**config.mk**
```make
export PLATFORM = sky130hd
export DESIGN_NAME = terminal_line_editor_with_history
export DESIGN_NICKNAME = d
export VERILOG_FILES = /design/src/hw/rtl/tle_pkg.sv /design/src/hw/rtl/terminal_line_editor_with_history.sv
export SDC_FILE = /design/constraint.sdc
export NUM_CORES = 1
export LEC_CHECK = 0
export ABC_CLOCK_PERIOD_IN_PS = 2900
export BUFFER_PORTS_ARGS = -buffer_cell sky130_fd_sc_hd__buf_2
export CAP_MARGIN = 25
export CORE_UTILIZATION = 57
export CTS_CLUSTER_DIAMETER = 150
export DETAILED_ROUTE_END_ITERATION = 7
export PLACE_DENSITY = 0.76
export SETUP_SLACK_MARGIN = 0.15
export SLEW_MARGIN = 20
export SYNTH_ARGS = -nofsm -noshare
export SYNTH_HDL_FRONTEND = slang
export SYNTH_SLANG_ARGS = --single-unit
```
**constraint.sdc**
```tcl
create_clock -name clk -period 2.9 [get_ports clk]
set_clock_uncertainty 0.15 [all_clocks]
set_input_delay 0.87 -clock clk [delete_from_list [all_inputs] [get_ports clk]]
set_output_delay 0.87 -clock clk [all_outputs]
set_load 0.01 [all_outputs]
```
**src/hw/rtl/tle_pkg.sv**
```systemverilog
`timescale 1ns / 1ps
// ---------------------------------------------------------------------------
// tle_pkg
// Character codes, key codes and mode encoding for the terminal line editor.
// ---------------------------------------------------------------------------
package tle_pkg;

  typedef enum logic [1:0] {
    MODE_NORMAL = 2'd0,
    MODE_ESC2   = 2'd1,
    MODE_ESC3   = 2'd2
  } mode_t;

  localparam logic [7:0] CH_PROMPT   = 8'h3E;
  localparam logic [7:0] CH_BS       = 8'h08;
  localparam logic [7:0] CH_SP       = 8'h20;
  localparam logic [7:0] CH_CR       = 8'h0D;
  localparam logic [7:0] CH_LF       = 8'h0A;
  localparam logic [7:0] CH_ESC      = 8'h1B;
  localparam logic [7:0] CH_PRINT_LO = 8'h20;
  localparam logic [7:0] CH_PRINT_HI = 8'h7F;

  localparam logic [23:0] KEY_F1   = 24'h1B4F50;
  localparam logic [23:0] KEY_F3   = 24'h1B4F52;
  localparam logic [23:0] KEY_UP   = 24'h1B5B41;
  localparam logic [23:0] KEY_DOWN = 24'h1B5B42;

  localparam logic [15:0] ESC_TIMEOUT_RESET = 16'd500;

endpackage

```
**src/hw/rtl/terminal_line_editor_with_history.sv**
```systemverilog
`timescale 1ns / 1ps
// ---------------------------------------------------------------------------
// terminal_line_editor_with_history
// Serial-terminal line editor with escape-key decode and a history ring.
// ---------------------------------------------------------------------------
// Input channel (in_valid/in_stall): one transaction is a received byte
// (in_kind = 0) or an idle poll tick (in_kind = 1). Output channel
// (out_valid/out_stall): echo bytes (out_to_parser = 0) and bytes of a
// completed command line (out_to_parser = 1); out_last marks the final byte
// caused by one input transaction. An input that causes nothing emits nothing.
// cfg_wr_en/cfg_wr_data write the escape timeout (idle ticks), reset 500.
// A small sequencer handles one input at a time; in_stall stays high until
// every result of that input is in the output register. The next input can
// be taken in the first cycle in which in_stall is low. One result is
// held back internally so the last flag is known, so output lags the
// sequencer by one byte.
// After reset a prompt is due, history is empty, the timeout is 500; no
// clearing pass is needed. A stalled receiver freezes the output register
// and the sequencer waits on it, adding the stall cycles.
// ---------------------------------------------------------------------------
module terminal_line_editor_with_history #(
  parameter int LINE_MAX   = 15,
  parameter int HIST_DEPTH = 4
) (
  input  logic        clk,
  input  logic        rst_n,
  input  logic        in_valid,
  output logic        in_stall,
  input  logic        in_kind,
  input  logic [7:0]  in_rx_byte,
  output logic        out_valid,
  input  logic        out_stall,
  output logic [7:0]  out_byte,
  output logic        out_to_parser,
  output logic        out_last,
  input  logic        cfg_wr_en,
  input  logic [15:0] cfg_wr_data
);

  import tle_pkg::*;

  localparam int LEN_W   = $clog2(LINE_MAX + 1);
  localparam int SLOT_W  = (HIST_DEPTH > 1) ? $clog2(HIST_DEPTH) : 1;
  localparam int CNT_W   = $clog2(HIST_DEPTH + 1);
  localparam int HMEM_D  = HIST_DEPTH * LINE_MAX;
  localparam int HADDR_W = (HMEM_D > 1) ? $clog2(HMEM_D) : 1;

  typedef enum logic [3:0] {
    S_IDLE,
    S_PROMPT,
    S_DECODE,
    S_CHAR,
    S_ERASE,
    S_CRLF,
    S_SAVE,
    S_FKEY_RD,
    S_FKEY_EMIT,
    S_RECALL_START,
    S_RECALL_RD,
    S_RECALL_EMIT,
    S_FINISH
  } state_t;

  state_t              state_r, state_nxt;
  mode_t               mode_r, mode_nxt;
  logic                prompt_r, prompt_nxt;
  logic [LEN_W-1:0]    line_len_r, line_len_nxt;
  logic [15:0]         esc_cnt_r, esc_cnt_nxt;
  logic [7:0]          esc2_r, esc2_nxt;
  logic [15:0]         timeout_r;
  logic [SLOT_W-1:0]   wslot_r, wslot_nxt;
  logic [SLOT_W-1:0]   cursor_r, cursor_nxt;
  logic [CNT_W-1:0]    hcount_r, hcount_nxt;
  logic [LEN_W-1:0]    hist_len_r [HIST_DEPTH];

  logic                tick_r, tick_nxt;
  logic [7:0]          byte_r, byte_nxt;
  logic [LEN_W-1:0]    idx_r, idx_nxt;
  logic [LEN_W-1:0]    ecnt_r, ecnt_nxt;
  logic [1:0]          phase_r, phase_nxt;
  logic                rec_r, rec_nxt;
  logic                up_r, up_nxt;
  logic                f1_r, f1_nxt;
  logic [SLOT_W-1:0]   slot_r, slot_nxt;
  logic [LEN_W-1:0]    hlen_r, hlen_nxt;
  logic [HADDR_W-1:0]  haddr_r, haddr_nxt;

  logic                out_valid_r, out_valid_nxt;
  logic [7:0]          out_byte_r, out_byte_nxt;
  logic                out_par_r, out_par_nxt;
  logic                out_last_r, out_last_nxt;
  logic                pend_v_r, pend_v_nxt;
  logic [7:0]          pend_byte_r, pend_byte_nxt;
  logic                pend_par_r, pend_par_nxt;

  logic [7:0]          line_mem [LINE_MAX];
  logic [7:0]          hist_mem [HMEM_D];
  logic [7:0]          hist_rdata_r;

  // datapath control
  logic                emit_en, flush_en;
  logic [7:0]          emit_byte;
  logic                emit_par;
  logic                line_we;
  logic [LEN_W-1:0]    line_waddr;
  logic [7:0]          line_wdata;
  logic                hist_we;
  logic                hlen_we;

  logic                slot_free, can_emit, timed_out;
  logic [SLOT_W-1:0]   cur_slot, wr_slot;
  logic [CNT_W-1:0]    top;
  logic [SLOT_W-1:0]   cursor_moved;
  logic [23:0]         key_code;
  logic [7:0]          line_rd;

  assign in_stall      = (state_r != S_IDLE);
  assign out_valid     = out_valid_r;
  assign out_byte      = out_byte_r;
  assign out_to_parser = out_par_r;
  assign out_last      = out_last_r;

  assign slot_free = !out_valid_r || !out_stall;
  assign can_emit  = !pend_v_r || slot_free;
  assign timed_out = (esc_cnt_r >= timeout_r);
  assign key_code  = {CH_ESC, esc2_r, byte_r};
  assign line_rd   = line_mem[idx_r];

  assign cur_slot = ({1'b0, cursor_r} < (SLOT_W + 1)'(HIST_DEPTH)) ? cursor_r : '0;
  assign wr_slot  = ({1'b0, wslot_r} < (SLOT_W + 1)'(HIST_DEPTH)) ? wslot_r : '0;
  assign top      = hcount_r - CNT_W'(1);

  // cursor after a recall from slot_r
  always_comb begin
    if (up_r) begin
      cursor_moved = (slot_r == '0) ? SLOT_W'(top) : slot_r - SLOT_W'(1);
    end else begin
      cursor_moved = (CNT_W'(slot_r) >= top) ? '0 : slot_r + SLOT_W'(1);
    end
  end

  function automatic logic [HADDR_W-1:0] slot_base(input logic [SLOT_W-1:0] s);
    slot_base = HADDR_W'(s) * HADDR_W'(LINE_MAX);
  endfunction

  always_comb begin
    state_nxt  = state_r;
    mode_nxt   = mode_r;
    prompt_nxt = prompt_r;
    line_len_nxt = line_len_r;
    esc_cnt_nxt  = esc_cnt_r;
    esc2_nxt     = esc2_r;
    wslot_nxt    = wslot_r;
    cursor_nxt   = cursor_r;
    hcount_nxt   = hcount_r;
    tick_nxt     = tick_r;
    byte_nxt     = byte_r;
    idx_nxt      = idx_r;
    ecnt_nxt     = ecnt_r;
    phase_nxt    = phase_r;
    rec_nxt      = rec_r;
    up_nxt       = up_r;
    f1_nxt       = f1_r;
    slot_nxt     = slot_r;
    hlen_nxt     = hlen_r;
    haddr_nxt    = haddr_r;

    emit_en    = 1'b0;
    flush_en   = 1'b0;
    emit_byte  = byte_r;
    emit_par   = 1'b0;
    line_we    = 1'b0;
    line_waddr = line_len_r;
    line_wdata = byte_r;
    hist_we    = 1'b0;
    hlen_we    = 1'b0;

    case (state_r)
      S_IDLE: begin
        if (in_valid) begin
          tick_nxt  = in_kind;
          byte_nxt  = in_rx_byte;
          state_nxt = S_PROMPT;
        end
      end

      S_PROMPT: begin
        if (!prompt_r) begin
          state_nxt = S_DECODE;
        end else if (can_emit) begin
          emit_en      = 1'b1;
          emit_byte    = CH_PROMPT;
          prompt_nxt   = 1'b0;
          line_len_nxt = '0;
          state_nxt    = S_DECODE;
        end
      end

      S_DECODE: begin
        state_nxt = S_FINISH;
        if (mode_r == MODE_NORMAL || timed_out) begin
          if (mode_r != MODE_NORMAL) begin
            mode_nxt    = MODE_NORMAL;
            esc_cnt_nxt = '0;
          end
          if (!tick_r) begin
            if (byte_r == CH_BS) begin
              if (line_len_r != '0) begin
                line_len_nxt = line_len_r - LEN_W'(1);
                ecnt_nxt     = LEN_W'(1);
                phase_nxt    = '0;
                rec_nxt      = 1'b0;
                state_nxt    = S_ERASE;
              end
            end else if (byte_r == CH_CR) begin
              phase_nxt = '0;
              state_nxt = S_CRLF;
            end else if (byte_r >= CH_PRINT_LO && byte_r <= CH_PRINT_HI) begin
              if (line_len_r < LEN_W'(LINE_MAX)) begin
                state_nxt = S_CHAR;
              end
            end else if (byte_r == CH_ESC) begin
              mode_nxt    = MODE_ESC2;
              esc_cnt_nxt = '0;
            end
          end
        end else if (tick_r) begin
          esc_cnt_nxt = esc_cnt_r + 16'd1;
        end else if (mode_r == MODE_ESC2) begin
          esc2_nxt    = byte_r;
          esc_cnt_nxt = '0;
          mode_nxt    = MODE_ESC3;
        end else begin
          esc_cnt_nxt = '0;
          mode_nxt    = MODE_NORMAL;
          if (key_code == KEY_F1 || key_code == KEY_F3) begin
            if (line_len_r < hist_len_r[cur_slot]) begin
              hlen_nxt  = hist_len_r[cur_slot];
              haddr_nxt = slot_base(cur_slot) + HADDR_W'(line_len_r);
              f1_nxt    = (key_code == KEY_F1);
              state_nxt = S_FKEY_RD;
            end
          end else if (key_code == KEY_UP || key_code == KEY_DOWN) begin
            if (hcount_r != '0) begin
              slot_nxt  = cur_slot;
              hlen_nxt  = hist_len_r[cur_slot];
              up_nxt    = (key_code == KEY_UP);
              rec_nxt   = 1'b1;
              ecnt_nxt  = line_len_r;
              phase_nxt = '0;
              state_nxt = (line_len_r != '0) ? S_ERASE : S_RECALL_START;
            end
          end
        end
      end

      S_CHAR: begin
        if (can_emit) begin
          emit_en      = 1'b1;
          line_we      = 1'b1;
          line_len_nxt = line_len_r + LEN_W'(1);
          state_nxt    = S_FINISH;
        end
      end

      // BS SP BS per character
      S_ERASE: begin
        if (can_emit) begin
          emit_en   = 1'b1;
          emit_byte = (phase_r == 2'd1) ? CH_SP : CH_BS;
          if (phase_r == 2'd2) begin
            phase_nxt = '0;
            ecnt_nxt  = ecnt_r - LEN_W'(1);
            if (ecnt_r == LEN_W'(1)) begin
              state_nxt = rec_r ? S_RECALL_START : S_FINISH;
            end
          end else begin
            phase_nxt = phase_r + 2'd1;
          end
        end
      end

      S_CRLF: begin
        if (can_emit) begin
          emit_en = 1'b1;
          if (phase_r == '0) begin
            emit_byte = CH_CR;
            phase_nxt = 2'd1;
          end else begin
            emit_byte = CH_LF;
            if (line_len_r != '0) begin
              slot_nxt  = wr_slot;
              haddr_nxt = slot_base(wr_slot);
              idx_nxt   = '0;
              state_nxt = S_SAVE;
            end else begin
              prompt_nxt = 1'b1;
              state_nxt  = S_FINISH;
            end
          end
        end
      end

      // copy line into history while delivering it
      S_SAVE: begin
        if (can_emit) begin
          emit_en   = 1'b1;
          emit_byte = line_rd;
          emit_par  = 1'b1;
          hist_we   = 1'b1;
          idx_nxt   = idx_r + LEN_W'(1);
          haddr_nxt = haddr_r + HADDR_W'(1);
          if ((idx_r + LEN_W'(1)) == line_len_r) begin
            hlen_we    = 1'b1;
            cursor_nxt = slot_r;
            if (hcount_r < CNT_W'(HIST_DEPTH)) begin
              hcount_nxt = hcount_r + CNT_W'(1);
            end
            if ((CNT_W'(slot_r) + CNT_W'(1)) >= CNT_W'(HIST_DEPTH)) begin
              wslot_nxt = '0;
            end else begin
              wslot_nxt = slot_r + SLOT_W'(1);
            end
            prompt_nxt = 1'b1;
            state_nxt  = S_FINISH;
          end
        end
      end

      S_FKEY_RD: begin
        state_nxt = S_FKEY_EMIT;
      end

      S_FKEY_EMIT: begin
        if (can_emit) begin
          emit_en      = 1'b1;
          emit_byte    = hist_rdata_r;
          line_we      = 1'b1;
          line_wdata   = hist_rdata_r;
          line_len_nxt = line_len_r + LEN_W'(1);
          haddr_nxt    = haddr_r + HADDR_W'(1);
          if (!f1_r && (line_len_r + LEN_W'(1)) < hlen_r) begin
            state_nxt = S_FKEY_RD;
          end else begin
            state_nxt = S_FINISH;
          end
        end
      end

      S_RECALL_START: begin
        idx_nxt   = '0;
        haddr_nxt = slot_base(slot_r);
        if (hlen_r != '0) begin
          state_nxt = S_RECALL_RD;
        end else begin
          line_len_nxt = '0;
          cursor_nxt   = cursor_moved;
          state_nxt    = S_FINISH;
        end
      end

      S_RECALL_RD: begin
        state_nxt = S_RECALL_EMIT;
      end

      S_RECALL_EMIT: begin
        if (can_emit) begin
          emit_en    = 1'b1;
          emit_byte  = hist_rdata_r;
          line_we    = 1'b1;
          line_waddr = idx_r;
          line_wdata = hist_rdata_r;
          idx_nxt    = idx_r + LEN_W'(1);
          haddr_nxt  = haddr_r + HADDR_W'(1);
          if ((idx_r + LEN_W'(1)) < hlen_r) begin
            state_nxt = S_RECALL_RD;
          end else begin
            line_len_nxt = hlen_r;
            cursor_nxt   = cursor_moved;
            state_nxt    = S_FINISH;
          end
        end
      end

      // release the held-back result with last set
      S_FINISH: begin
        if (!pend_v_r) begin
          state_nxt = S_IDLE;
        end else if (slot_free) begin
          flush_en  = 1'b1;
          state_nxt = S_IDLE;
        end
      end

      default: begin
        state_nxt = S_IDLE;
      end
    endcase
  end

  // output register and one-deep hold-back stage
  always_comb begin
    out_valid_nxt = out_valid_r;
    out_byte_nxt  = out_byte_r;
    out_par_nxt   = out_par_r;
    out_last_nxt  = out_last_r;
    pend_v_nxt    = pend_v_r;
    pend_byte_nxt = pend_byte_r;
    pend_par_nxt  = pend_par_r;

    if (out_valid_r && !out_stall) begin
      out_valid_nxt = 1'b0;
    end
    if (emit_en) begin
      if (pend_v_r) begin
        out_valid_nxt = 1'b1;
        out_byte_nxt  = pend_byte_r;
        out_par_nxt   = pend_par_r;
        out_last_nxt  = 1'b0;
      end
      pend_v_nxt    = 1'b1;
      pend_byte_nxt = emit_byte;
      pend_par_nxt  = emit_par;
    end else if (flush_en) begin
      out_valid_nxt = 1'b1;
      out_byte_nxt  = pend_byte_r;
      out_par_nxt   = pend_par_r;
      out_last_nxt  = 1'b1;
      pend_v_nxt    = 1'b0;
    end
  end

  always_ff @(posedge clk) begin
    if (!rst_n) begin
      state_r     <= S_IDLE;
      mode_r      <= MODE_NORMAL;
      prompt_r    <= 1'b1;
      line_len_r  <= '0;
      esc_cnt_r   <= '0;
      esc2_r      <= '0;
      timeout_r   <= ESC_TIMEOUT_RESET;
      wslot_r     <= '0;
      cursor_r    <= '0;
      hcount_r    <= '0;
      out_valid_r <= 1'b0;
      pend_v_r    <= 1'b0;
      for (int i = 0; i < HIST_DEPTH; i++) begin
        hist_len_r[i] <= '0;
      end
    end else begin
      state_r     <= state_nxt;
      mode_r      <= mode_nxt;
      prompt_r    <= prompt_nxt;
      line_len_r  <= line_len_nxt;
      esc_cnt_r   <= esc_cnt_nxt;
      esc2_r      <= esc2_nxt;
      wslot_r     <= wslot_nxt;
      cursor_r    <= cursor_nxt;
      hcount_r    <= hcount_nxt;
      out_valid_r <= out_valid_nxt;
      pend_v_r    <= pend_v_nxt;
      if (cfg_wr_en) begin
        timeout_r <= cfg_wr_data;
      end
      if (hlen_we) begin
        hist_len_r[slot_r] <= line_len_r;
      end
    end
  end

  always_ff @(posedge clk) begin
    tick_r      <= tick_nxt;
    byte_r      <= byte_nxt;
    idx_r       <= idx_nxt;
    ecnt_r      <= ecnt_nxt;
    phase_r     <= phase_nxt;
    rec_r       <= rec_nxt;
    up_r        <= up_nxt;
    f1_r        <= f1_nxt;
    slot_r      <= slot_nxt;
    hlen_r      <= hlen_nxt;
    haddr_r     <= haddr_nxt;
    out_byte_r  <= out_byte_nxt;
    out_par_r   <= out_par_nxt;
    out_last_r  <= out_last_nxt;
    pend_byte_r <= pend_byte_nxt;
    pend_par_r  <= pend_par_nxt;
  end

  always_ff @(posedge clk) begin
    if (line_we) begin
      line_mem[line_waddr] <= line_wdata;
    end
  end

  // history memory: one write port, registered read at haddr_r
  always_ff @(posedge clk) begin
    if (hist_we) begin
      hist_mem[haddr_r] <= line_rd;
    end
    hist_rdata_r <= hist_mem[haddr_r];
  end

endmodule

```
# After elaboration in Yosys (flattened, before gate mapping)
# Memories as Yosys holds them, arrays and structs flattened. A register that Yosys moved wholly into a read port is not among the register bits.
# Cells that the tools add are included.
# totals
latch_bits,0
ramBits,616
elab_cells,392
regBits,113
mem_bits_ro,0
n_memories,3
# mem_list
name,words,word_bits,read_ports,rd_clocked_by_memory_dff,write_ports,line,text
hist_mem,60,8,1,1,1,terminal_line_editor_with_history.sv:97,logic [7:0] hist_mem [HMEM_D];
line_mem,15,8,1,1,1,terminal_line_editor_with_history.sv:96,logic [7:0] line_mem [LINE_MAX];
hist_len_r,4,4,1,1,4,terminal_line_editor_with_history.sv:74,logic [LEN_W-1:0] hist_len_r [HIST_DEPTH];
# op_classes
n_eq_ne,73
div,0
mux,198
bitwise_logic,4
reduce_logical,60
shift,0
add_sub_neg,13
mul,3
n_lt_le_gt_ge,10
# op_table
operator,n
4-bit 2-to-1 mux,64
16-bit 2-to-1 mux,8
2-bit 2-to-1 mux,44
8-bit 2-to-1 mux,10
16-bit by 15-bit equality test with 1-bit output (second input constant),4
2-bit != test (second input constant),32
6-bit 2-to-1 mux,10
4-bit case mux with 13 select lines,1
1-bit 2-to-1 mux,47
8-bit case mux with 5 select lines,1
10-bit AND reduction,3
3-bit != test (second input constant),8
6-bit case mux with 4 select lines,1
11-bit AND reduction,2
4-bit equality test (second input constant),5
4-bit case mux with 5 select lines,1
2-bit by 4-bit multiplier with 6-bit output (second input constant),3
6-bit AND reduction,3
16-bit by 1-bit adder with 16-bit output (second input constant),1
4-bit by 3-bit equality test with 1-bit output (second input constant),4
8-bit by 4-bit equality test with 1-bit output (second input constant),2
16-bit greater-or-equal comparator,1
2-bit nonzero test,8
4-bit nonzero test,4
other kinds (50),94

# Logic depth before layout (Yosys ltp)
# Gate-level depths: netlist (run 1).
# depth
depth_word,10
depth_mapped,11
mapped_depth_nobuf,11

# Worst setup path after synthesis (run 1)
# No wires, ideal clock.
# synth_path
path_kind,register to register
start,register esc_cnt_r[0]
end,"register haddr_r[0], enable pin"
path_stages_with_launch,11
arrival_ns,2.529
setup_time_ns,0.381
required_time_ns,2.369
period_less_slack_ns,3.060
setup_slack_ns,-0.160
cell_sequence,dfxtp_1 inv_1 ha_1 nand2b_1 a2111oi_0 o211a_1 o21a_1 buf_2 and2_1 o22ai_1 a221oi_1
# synth_between
elab_chain_len,4
# synth_rtl
element,line,text
from (decl),terminal_line_editor_with_history.sv:68,"logic [15:0] esc_cnt_r, esc_cnt_nxt;"
from (signal assigned),terminal_line_editor_with_history.sv:455,esc_cnt_r <= esc_cnt_nxt;
16-bit greater-or-equal comparator,terminal_line_editor_with_history.sv:125,assign timed_out = (esc_cnt_r >= timeout_r);
1-bit logical OR,terminal_line_editor_with_history.sv:201,if (mode_r == MODE_NORMAL || timed_out) begin
2-bit != test (no source line),--,
10-bit AND reduction (no source line),--,
to (signal assigned),terminal_line_editor_with_history.sv:482,haddr_r <= haddr_nxt;
to (decl),terminal_line_editor_with_history.sv:86,"logic [HADDR_W-1:0] haddr_r, haddr_nxt;"
# Every way passes these cells.
# A chain may end at the register's enable or synchronous reset.

# Worst setup path after layout (run 1)
# layout_path
start,register idx_r[0]
end,register state_r[1]
# layout_between
elab_chain_len,5
# layout_rtl
element,line,text
from (decl),terminal_line_editor_with_history.sv:78,"logic [LEN_W-1:0] idx_r, idx_nxt;"
from (signal assigned),terminal_line_editor_with_history.sv:474,idx_r <= idx_nxt;
4-bit by 1-bit adder with 4-bit output *,"terminal_line_editor_with_history.sv:313, terminal_line_editor_with_history.sv:375",
4-bit < comparator,terminal_line_editor_with_history.sv:375,if ((idx_r + LEN_W'(1)) < hlen_r) begin
3-bit 2-to-1 mux,terminal_line_editor_with_history.sv:375,
4-bit 2-to-1 mux,terminal_line_editor_with_history.sv:367,if (can_emit) begin
4-bit case mux with 13 select lines,terminal_line_editor_with_history.sv:178,case (state_r)
to (signal assigned),terminal_line_editor_with_history.sv:451,state_r <= state_nxt;
to (decl),terminal_line_editor_with_history.sv:64,"state_t state_r, state_nxt;"
# Every way passes the cells marked *; elsewhere a longest branch is shown, timed or not. The select of a mux whose other input is x is not followed.

==> results.rst, run 1 <==
.. list-table::
   :header-rows: 1

   * - Metric
     - Value
   * - Antenna diode instance count
     - 0
   * - Worst-case vdd ir drop
     - 0.6324 mV
   * - Post-synthesis simple-gate area fraction
     - 7.854%
   * - Antenna violations before repair
     - 1
   * - Drt drc
     - 8
   * - CTS root buf
     - sky130_fd_sc_hd__clkbuf_16
   * - Post-synthesis instance area
     - 0.03057 mm2
   * - Share of cells above drive strength 1
     - 23.32%
   * - Fin. max-slew vios
     - 0
   * - Number of synthesized register bits
     - 743
   * - Die height
     - 233.6 um
   * - Slew at the pin closest to its max-slew limit
     - 0.7950 ns
   * - CTS tree
     - built
   * - Top-Level Pins
     - 42
   * - Net count of the mapped netlist
     - 2175
   * - Async S/R FF share, synth
     - 0%
   * - Tightest Hold Check Type
     - reg2reg
   * - Required time reported for the critical path endpoint
     - 3.29 ns
   * - Hold slack
     - 0.2760 ns
   * - Avg Cell Area, Syn
     - 14.61 um2
   * - First-pass GRT wire length
     - 118100 um
   * - Total of endpoints with negative setup slack in the final report
     - 0
   * - Longest Clk Path Bufs
     - 3
   * - Max-cap check violation count
     - 0
   * - Highest fanout seen on the critical path
     - 4
   * - Failing checks
     - design-rule violations
   * - Highest Clock Rate
     - 358.8 MHz
   * - Full die area
     - 0.05456 mm2
   * - PD cells
     - 854.1 mW/mm2
   * - CTS buffer count
     - 73
   * - Effective utilization at floorplan
     - 57.94%
   * - Status
     - complete, but fails checks
   * - Critical Path AT
     - 3.18 ns
   * - Setup repair after global routing missed its margin
     - true
   * - Final hold violations
     - 0
   * - DR iter-0 viols
     - 2591
   * - Yosys cell types
     - 69
   * - Hold Buf Count CTS
     - 0
   * - GRT overflow
     - 0
   * - Top FF cell, synth
     - sky130_fd_sc_hd__edfxtp_1
   * - Vias in the first global route
     - 19740
   * - Worst setup margin
     - 0.1128 ns
   * - Fraction of the mapped netlist area in adder cells
     - 2.267%
   * - Critical path capture point type
     - register
   * - Post-synth EDFFs
     - 669
   * - Total of buffers placed on input and output ports
     - 41
   * - Die X-Extent
     - 233.6 um
   * - Sequential share of the synthesized area
     - 70.56%
   * - Average wire per cell in the routed design
     - 25.62 um
   * - Site row count
     - 84
   * - H-tree depth
     - 3
   * - Xor and xnor area share after synthesis
     - 0.6999%
   * - Cell Area, Placed
     - 0.03316 mm2
   * - Clock network latency to the later pin of the worst-skew pair
     - 0.64 ns
   * - Kind of launch point of the worst setup path
     - register
   * - Final non-filler cell area
     - 0.03626 mm2
   * - Largest net degree at the start of global routing
     - 61
   * - Post-synthesis mux area share
     - 4.780%
   * - Drt via density
     - 6.535
   * - Worst slack after detailed placement
     - -0.08444 ns
   * - Compound-gate portion of the synthesized area
     - 11.51%
   * - Final GP Congestion
     - 0.9860
   * - Dominant combinational cell family by area after synthesis
     - compound AO/OA/AOI/OAI gates
   * - Total Routing Usage GR
     - 29.16%
   * - TNS Setup
     - 0 ns
   * - Core ar.
     - 0.05276 mm2
   * - Final worst-path cycle share
     - 96.11%
   * - Clock transition at the register clock pins on the worst setup and hold paths after CTS
     - 0.06 ns
   * - WS Path Type
     - reg2reg
   * - Total of warnings raised by yosys
     - 0
   * - Dpl hpwl
     - 49310 um
   * - Synthesized netlist cell count
     - 2092
   * - Final #Nets
     - 2412
   * - Total Routed Length
     - 78820 um
   * - Area Growth Syn to Fin
     - 18.61%
   * - Static Leakage
     - 12.39 nW
   * - Vias after detailed routing
     - 20110
   * - Number of routed nets with antenna violations
     - 0
   * - First drt pass iteration count
     - 8
   * - Clock period minus final worst setup slack
     - 2.787 ns
   * - Number of sinks driven by the clock tree
     - 743
   * - Worst slew margin relative to its limit
     - 46.85%
area by class of cell:
type / count / area (um2)
flip-flops and latches: 743 / 21580
inverters: 61 / 229.0
clock buffers: 89 / 1908
clock inverters: 46 / 544.3
fillers: 3441 / 16500
multi-input cells: 1166 / 8900
well taps: 688 / 860.8
repair buffers: 284 / 2236
path summary, 6_finish.rpt:
path | slack (ns) | endpoint | cells past startpoint | startpoint
max reg2reg | 0.11 | state_r[1] | 10 | idx_r[0]
min reg2reg | 0.28 | out_byte[6] | 0 | pend_byte_r[6]
max | 0.11 | state_r[1] | 10 | idx_r[0]
min | 0.28 | out_byte[6] | 0 | pend_byte_r[6]
kinds of logic (layout without fill, tap and decap cells):
family,after synthesis,in the layout
AO/OA/AOI/OAI,499,499
buffers and inverters,183,480
XOR/XNOR,22,22
multiplexers,88,88
flip-flops,743,743
adder cells (fa/ha/maj),53,53
AND/OR/NAND/NOR,504,504
Yosys cell counts, types with 46 or more instances:
| cell type | n | area [um2] |
|---|---|---|
| sky130_fd_sc_hd__ha_1 | 49 | 613.1 |
| sky130_fd_sc_hd__nand2_1 | 133 | 499.2 |
| sky130_fd_sc_hd__a22oi_1 | 118 | 885.9 |
| sky130_fd_sc_hd__clkbuf_1 | 86 | 322.8 |
| sky130_fd_sc_hd__inv_1 | 60 | 225.2 |
| sky130_fd_sc_hd__a22o_1 | 51 | 446.7 |
| sky130_fd_sc_hd__dfxtp_1 | 74 | 1481 |
| sky130_fd_sc_hd__nor2_1 | 157 | 589.3 |
| sky130_fd_sc_hd__a21oi_1 | 65 | 325.3 |
| sky130_fd_sc_hd__o21ai_0 | 66 | 330.3 |
| sky130_fd_sc_hd__edfxtp_1 | 669 | 20090 |
| sky130_fd_sc_hd__mux4_2 | 46 | 1036 |
| sky130_fd_sc_hd__a31oi_1 | 62 | 387.9 |
| sky130_fd_sc_hd__a221oi_1 | 56 | 490.5 |
flip-flops by register name, indices dropped and copies added, names as in the netlist, 8 cells and up, named ones only:
| signal | cells |
|---|---|
| pend_byte_r | 8 |
| esc2_r | 8 |
| hist_len_r | 16 |
| byte_r | 8 |
| line_mem | 120 |
| esc_cnt_r | 16 |
| hist_rdata_r | 8 |
| out_byte | 8 |
| hist_mem | 480 |
| timeout_r | 16 |
report_power, final:
part	internal, W	total [W]	switching (W)
Combinational	0.00265	0.00774	0.00509
Sequential	0.0133	0.0136	0.000356
Clock	0.00556	0.00962	0.00406
Total	0.0215	0.0310	0.00951
critical path, stage by stage (launching register included):
cell                        delay [ns]
sky130_fd_sc_hd__edfxtp_1         0.40
sky130_fd_sc_hd__ha_2             0.20
sky130_fd_sc_hd__xnor2_2          0.13
sky130_fd_sc_hd__buf_4            0.16
sky130_fd_sc_hd__xnor2_4          0.13
sky130_fd_sc_hd__nor4_4           0.35
sky130_fd_sc_hd__buf_4            0.19
sky130_fd_sc_hd__o21ai_4          0.06
sky130_fd_sc_hd__or4_4            0.45
sky130_fd_sc_hd__a211o_4          0.32
sky130_fd_sc_hd__o2bb2ai_2        0.15
cells in the final DEF, fill, tap and decap left out, types with 7 or more instances in the layout:
master | Yosys | routed
sky130_fd_sc_hd__a31oi_1 | 62 | 57
sky130_fd_sc_hd__clkbuf_16 | 0 | 74
sky130_fd_sc_hd__a221oi_1 | 56 | 49
sky130_fd_sc_hd__clkinv_1 | 1 | 16
sky130_fd_sc_hd__a22o_1 | 51 | 51
sky130_fd_sc_hd__clkbuf_1 | 86 | 15
sky130_fd_sc_hd__mux4_2 | 46 | 46
sky130_fd_sc_hd__nor2b_1 | 16 | 13
sky130_fd_sc_hd__inv_1 | 60 | 55
sky130_fd_sc_hd__nor2_1 | 157 | 143
sky130_fd_sc_hd__bufinv_16 | 0 | 9
sky130_fd_sc_hd__nor4_1 | 17 | 9
sky130_fd_sc_hd__dfxtp_1 | 74 | 65
sky130_fd_sc_hd__nor3_1 | 35 | 28
sky130_fd_sc_hd__ha_1 | 49 | 42
sky130_fd_sc_hd__nand2_1 | 133 | 129
sky130_fd_sc_hd__xnor2_1 | 13 | 11
sky130_fd_sc_hd__nand2b_1 | 14 | 14
sky130_fd_sc_hd__nand4_1 | 11 | 11
sky130_fd_sc_hd__buf_12 | 0 | 15
sky130_fd_sc_hd__o21ai_0 | 66 | 64
sky130_fd_sc_hd__nor2_2 | 2 | 12
sky130_fd_sc_hd__nand3b_1 | 8 | 8
sky130_fd_sc_hd__a21o_1 | 11 | 11
sky130_fd_sc_hd__clkinv_2 | 0 | 10
sky130_fd_sc_hd__or3_1 | 9 | 9
sky130_fd_sc_hd__dfxtp_2 | 0 | 9
sky130_fd_sc_hd__a22oi_1 | 118 | 118
sky130_fd_sc_hd__a21oi_1 | 65 | 60
sky130_fd_sc_hd__buf_2 | 20 | 41
sky130_fd_sc_hd__edfxtp_1 | 669 | 669
sky130_fd_sc_hd__buf_4 | 0 | 223
sky130_fd_sc_hd__and2_1 | 26 | 23
sky130_fd_sc_hd__o211ai_1 | 14 | 14
sky130_fd_sc_hd__and3_1 | 11 | 9
sky130_fd_sc_hd__xor2_1 | 7 | 7
sky130_fd_sc_hd__nand3_1 | 43 | 40
sky130_fd_sc_hd__mux2i_1 | 38 | 38
per-stage QoR:
stage               utilization (%)  power (W)  std cells
detailed placement            62.84    0.02088       2927
CTS                           67.75    0.03057       3066
global placement              62.84    0.02068       2927
global route                  68.73    0.03194       3077
floorplan                         -    0.01786       2092
finish                        68.73    0.03097       3077
what timing repair did:
action,CTS,global route
setup buffers,4,10
setup endpoints to repair,55,167
cloned,0,1
resized for setup,26,86
pin swaps,7,27
layer usage:
layer | up-vias | track usage (%) | share of wire, %
li1 | 8698 | - | -
met1 | 9868 | 38.47 | 37
met2 | 1310 | 47.44 | 48
met3 | 229 | 5.908 | 10
met4 | 2 | 11.87 | 4.1
met5 | - | 0 | 0.016
No activity file was read; power rests on OpenSTA's default activity.
==> run 2, diff against run 1 <==
--- a/config.mk
+++ b/config.mk
@@ -12,6 +12,7 @@
 export CTS_CLUSTER_DIAMETER = 150
 export DETAILED_ROUTE_END_ITERATION = 7
 export PLACE_DENSITY = 0.76
+export RECOVER_POWER = 50
 export SETUP_SLACK_MARGIN = 0.15
 export SLEW_MARGIN = 20
 export SYNTH_ARGS = -nofsm -noshare
==> run 2 against run 1 <==
Compared with the run above:
- non-clock buffer count stayed put
- the flow still finishes with violations (design-rule violations)
- die area did not move
- core utilization is 0.55 points lower
- critical path type unchanged
- critical path depth decreased by 3
==> results.rst, run 2 (synthesis results as in run 1) <==
.. list-table::
   :header-rows: 1

   * - Metric
     - Value
   * - Max-cap check violation count
     - 0
   * - Die height
     - 233.6 um
   * - First-pass GRT wire length
     - 118100 um
   * - Critical path capture point type
     - register
   * - Worst Setup SP
     - state_r[1]
   * - Tightest Hold Check Type
     - reg2reg
   * - Final worst-path cycle share
     - 98.55%
   * - Core ar.
     - 0.05276 mm2
   * - Worst slew margin relative to its limit
     - 28.31%
   * - Beginning of the worst hold path
     - pend_byte_r[6]
   * - CTS buffer count
     - 73
   * - H-tree depth
     - 3
   * - FF-to-FF setup slack
     - 0.04 ns
   * - Slowest cell on the critical path
     - sky130_fd_sc_hd__dfxtp_1
   * - PD cells
     - 857.4 mW/mm2
   * - Full die area
     - 0.05456 mm2
   * - Slew at the pin closest to its max-slew limit
     - 1.075 ns
   * - Total of buffers placed on input and output ports
     - 41
   * - Longest Clk Path Bufs
     - 3
   * - Total instance count after detailed placement
     - 2927
   * - Setup repair after global routing missed its margin
     - true
   * - GRT overflow
     - 0
   * - Largest net degree at the start of global routing
     - 61
   * - Worst path max stage delay
     - 0.49 ns
   * - Worst-case vdd ir drop
     - 0.6325 mV
   * - Launch instance of the worst register-to-register path
     - state_r[1]
   * - Pwr Total
     - 0.03084 W
   * - DR iter-0 viols
     - 2560
   * - Hold Buf Count CTS
     - 0
   * - Drt via density
     - 6.533
   * - Total of endpoints with negative setup slack in the final report
     - 0
   * - Clock network latency to the later pin of the worst-skew pair
     - 0.64 ns
   * - Required time reported for the critical path endpoint
     - 3.02 ns
   * - Register with the most flip-flops
     - hist_mem
   * - Antenna violations before repair
     - 1
   * - CTS root buf
     - sky130_fd_sc_hd__clkbuf_16
   * - Top-Level Pins
     - 42
   * - Drt drc
     - 8
   * - Kind of launch point of the worst setup path
     - register
   * - Registers with the highest flip-flop counts
     - hist_mem x480, line_mem x120
   * - Effective utilization at floorplan
     - 57.94%
   * - Share of cells above drive strength 1
     - 21.18%
   * - Highest Clock Rate
     - 349.9 MHz
   * - Hold slack
     - 0.2769 ns
   * - Final GP Congestion
     - 0.9860
   * - Clock transition at the register clock pins on the worst setup and hold paths after CTS
     - 0.06 ns
   * - Area Growth Syn to Fin
     - 17.66%
   * - WS Path Type
     - reg2reg
   * - Highest fanout seen on the critical path
     - 16
   * - Count of filler cells inserted in the layout
     - 3529
   * - Worst-path cell chain
     - buf_4 -> nand3_1 -> nor2_1 -> buf_4 -> nand2_1 -> nor2_1 -> clkbuf_1
   * - Leading cell types in the layout, fill and taps excluded
     - sky130_fd_sc_hd__edfxtp_1 (669), sky130_fd_sc_hd__buf_4 (146), sky130_fd_sc_hd__nor2_1 (145)
   * - Dpl hpwl
     - 49310 um
   * - Vias in the first global route
     - 19740
   * - Critical Path AT
     - 2.98 ns
   * - Final #Nets
     - 2412
   * - Total Routing Usage GR
     - 29.16%
   * - Average wire per cell in the routed design
     - 25.62 um
   * - CTS tree
     - built
   * - Die X-Extent
     - 233.6 um
   * - Final Non-Filler Cells
     - 3077
   * - Failing checks
     - design-rule violations
   * - Total Routed Length
     - 78840 um
   * - Final hold violations
     - 0
   * - Fin. max-slew vios
     - 0
   * - Status
     - complete, but fails checks
   * - Static Leakage
     - 12.19 nW
   * - Leading cell type in the layout, fill and taps excluded
     - sky130_fd_sc_hd__edfxtp_1
   * - Vias after detailed routing
     - 20100
   * - Site row count
     - 84
   * - Antenna diode instance count
     - 0
   * - Number of sinks driven by the clock tree
     - 743
   * - Clock period minus final worst setup slack
     - 2.858 ns
   * - Number of routed nets with antenna violations
     - 0
   * - First drt pass iteration count
     - 8
   * - Max reg flops
     - 480
==> run 2: per-stage QoR <==
stage,util (%),setup WS (ns),setup TNS [ns],cell area [um2]
detailed placement,62.84,-0.08444,-1.535,33160
finish,68.18,0.04191,0,35970
global placement,62.84,0.03452,0,33160
global route,68.18,0.009845,0,35970
floorplan,-,0.05507,0,30660
CTS,67.75,0.1390,0,35740
==> run 2: power breakdown <==
group | internal [W] | switching, W
sequential | 0.0133 | 0.000354
clock | 0.00556 | 0.00407
combinational | 0.00256 | 0.00505
==> run 2: layout make-up <==
type / count / area, um2 / area share (%)
multi-input cells: 1166 / 8862 / 24.64
clock inverters: 46 / 544.3 / 1.513
well taps: 688 / 860.8 / 2.393
clock buffers: 89 / 1908 / 5.305
repair buffers: 284 / 1986 / 5.520
inverters: 61 / 229.0 / 0.6365
flip-flops and latches: 743 / 21580 / 60.00
==> run 2: what timing repair did <==
action,in CTS,in global routing
pin swaps,7,27
cloned,0,1
resized for setup,26,86
setup endpoints to repair,55,167
buffers inserted,4,10
==> run 2: final timing paths <==
path | endpoint | depth (start not counted)
setup reg to reg | hist_mem[7][3] | 7
hold reg to reg | out_byte[6] | 0
hold / removal | out_byte[6] | 0
setup / recovery | hist_mem[7][3] | 7
==> run 2: critical path, delay by kind of cell, from the launching register on <==
| family | cells | cell delay, ns |
|---|---|---|
| buffers and inverters | 3 | 0.99 |
| and+or+nand+nor | 4 | 0.87 |
| DFF | 1 | 0.49 |
==> run 2: per-layer routing <==
layer  vias up  global-route usage (%)  wire, um
met4         2                   11.87      3210
met2      1242                   47.44     38080
li1       8710                       -         -
met5         -                       0        13
met3       234                   5.908      7831
met1      9915                   38.47     29710
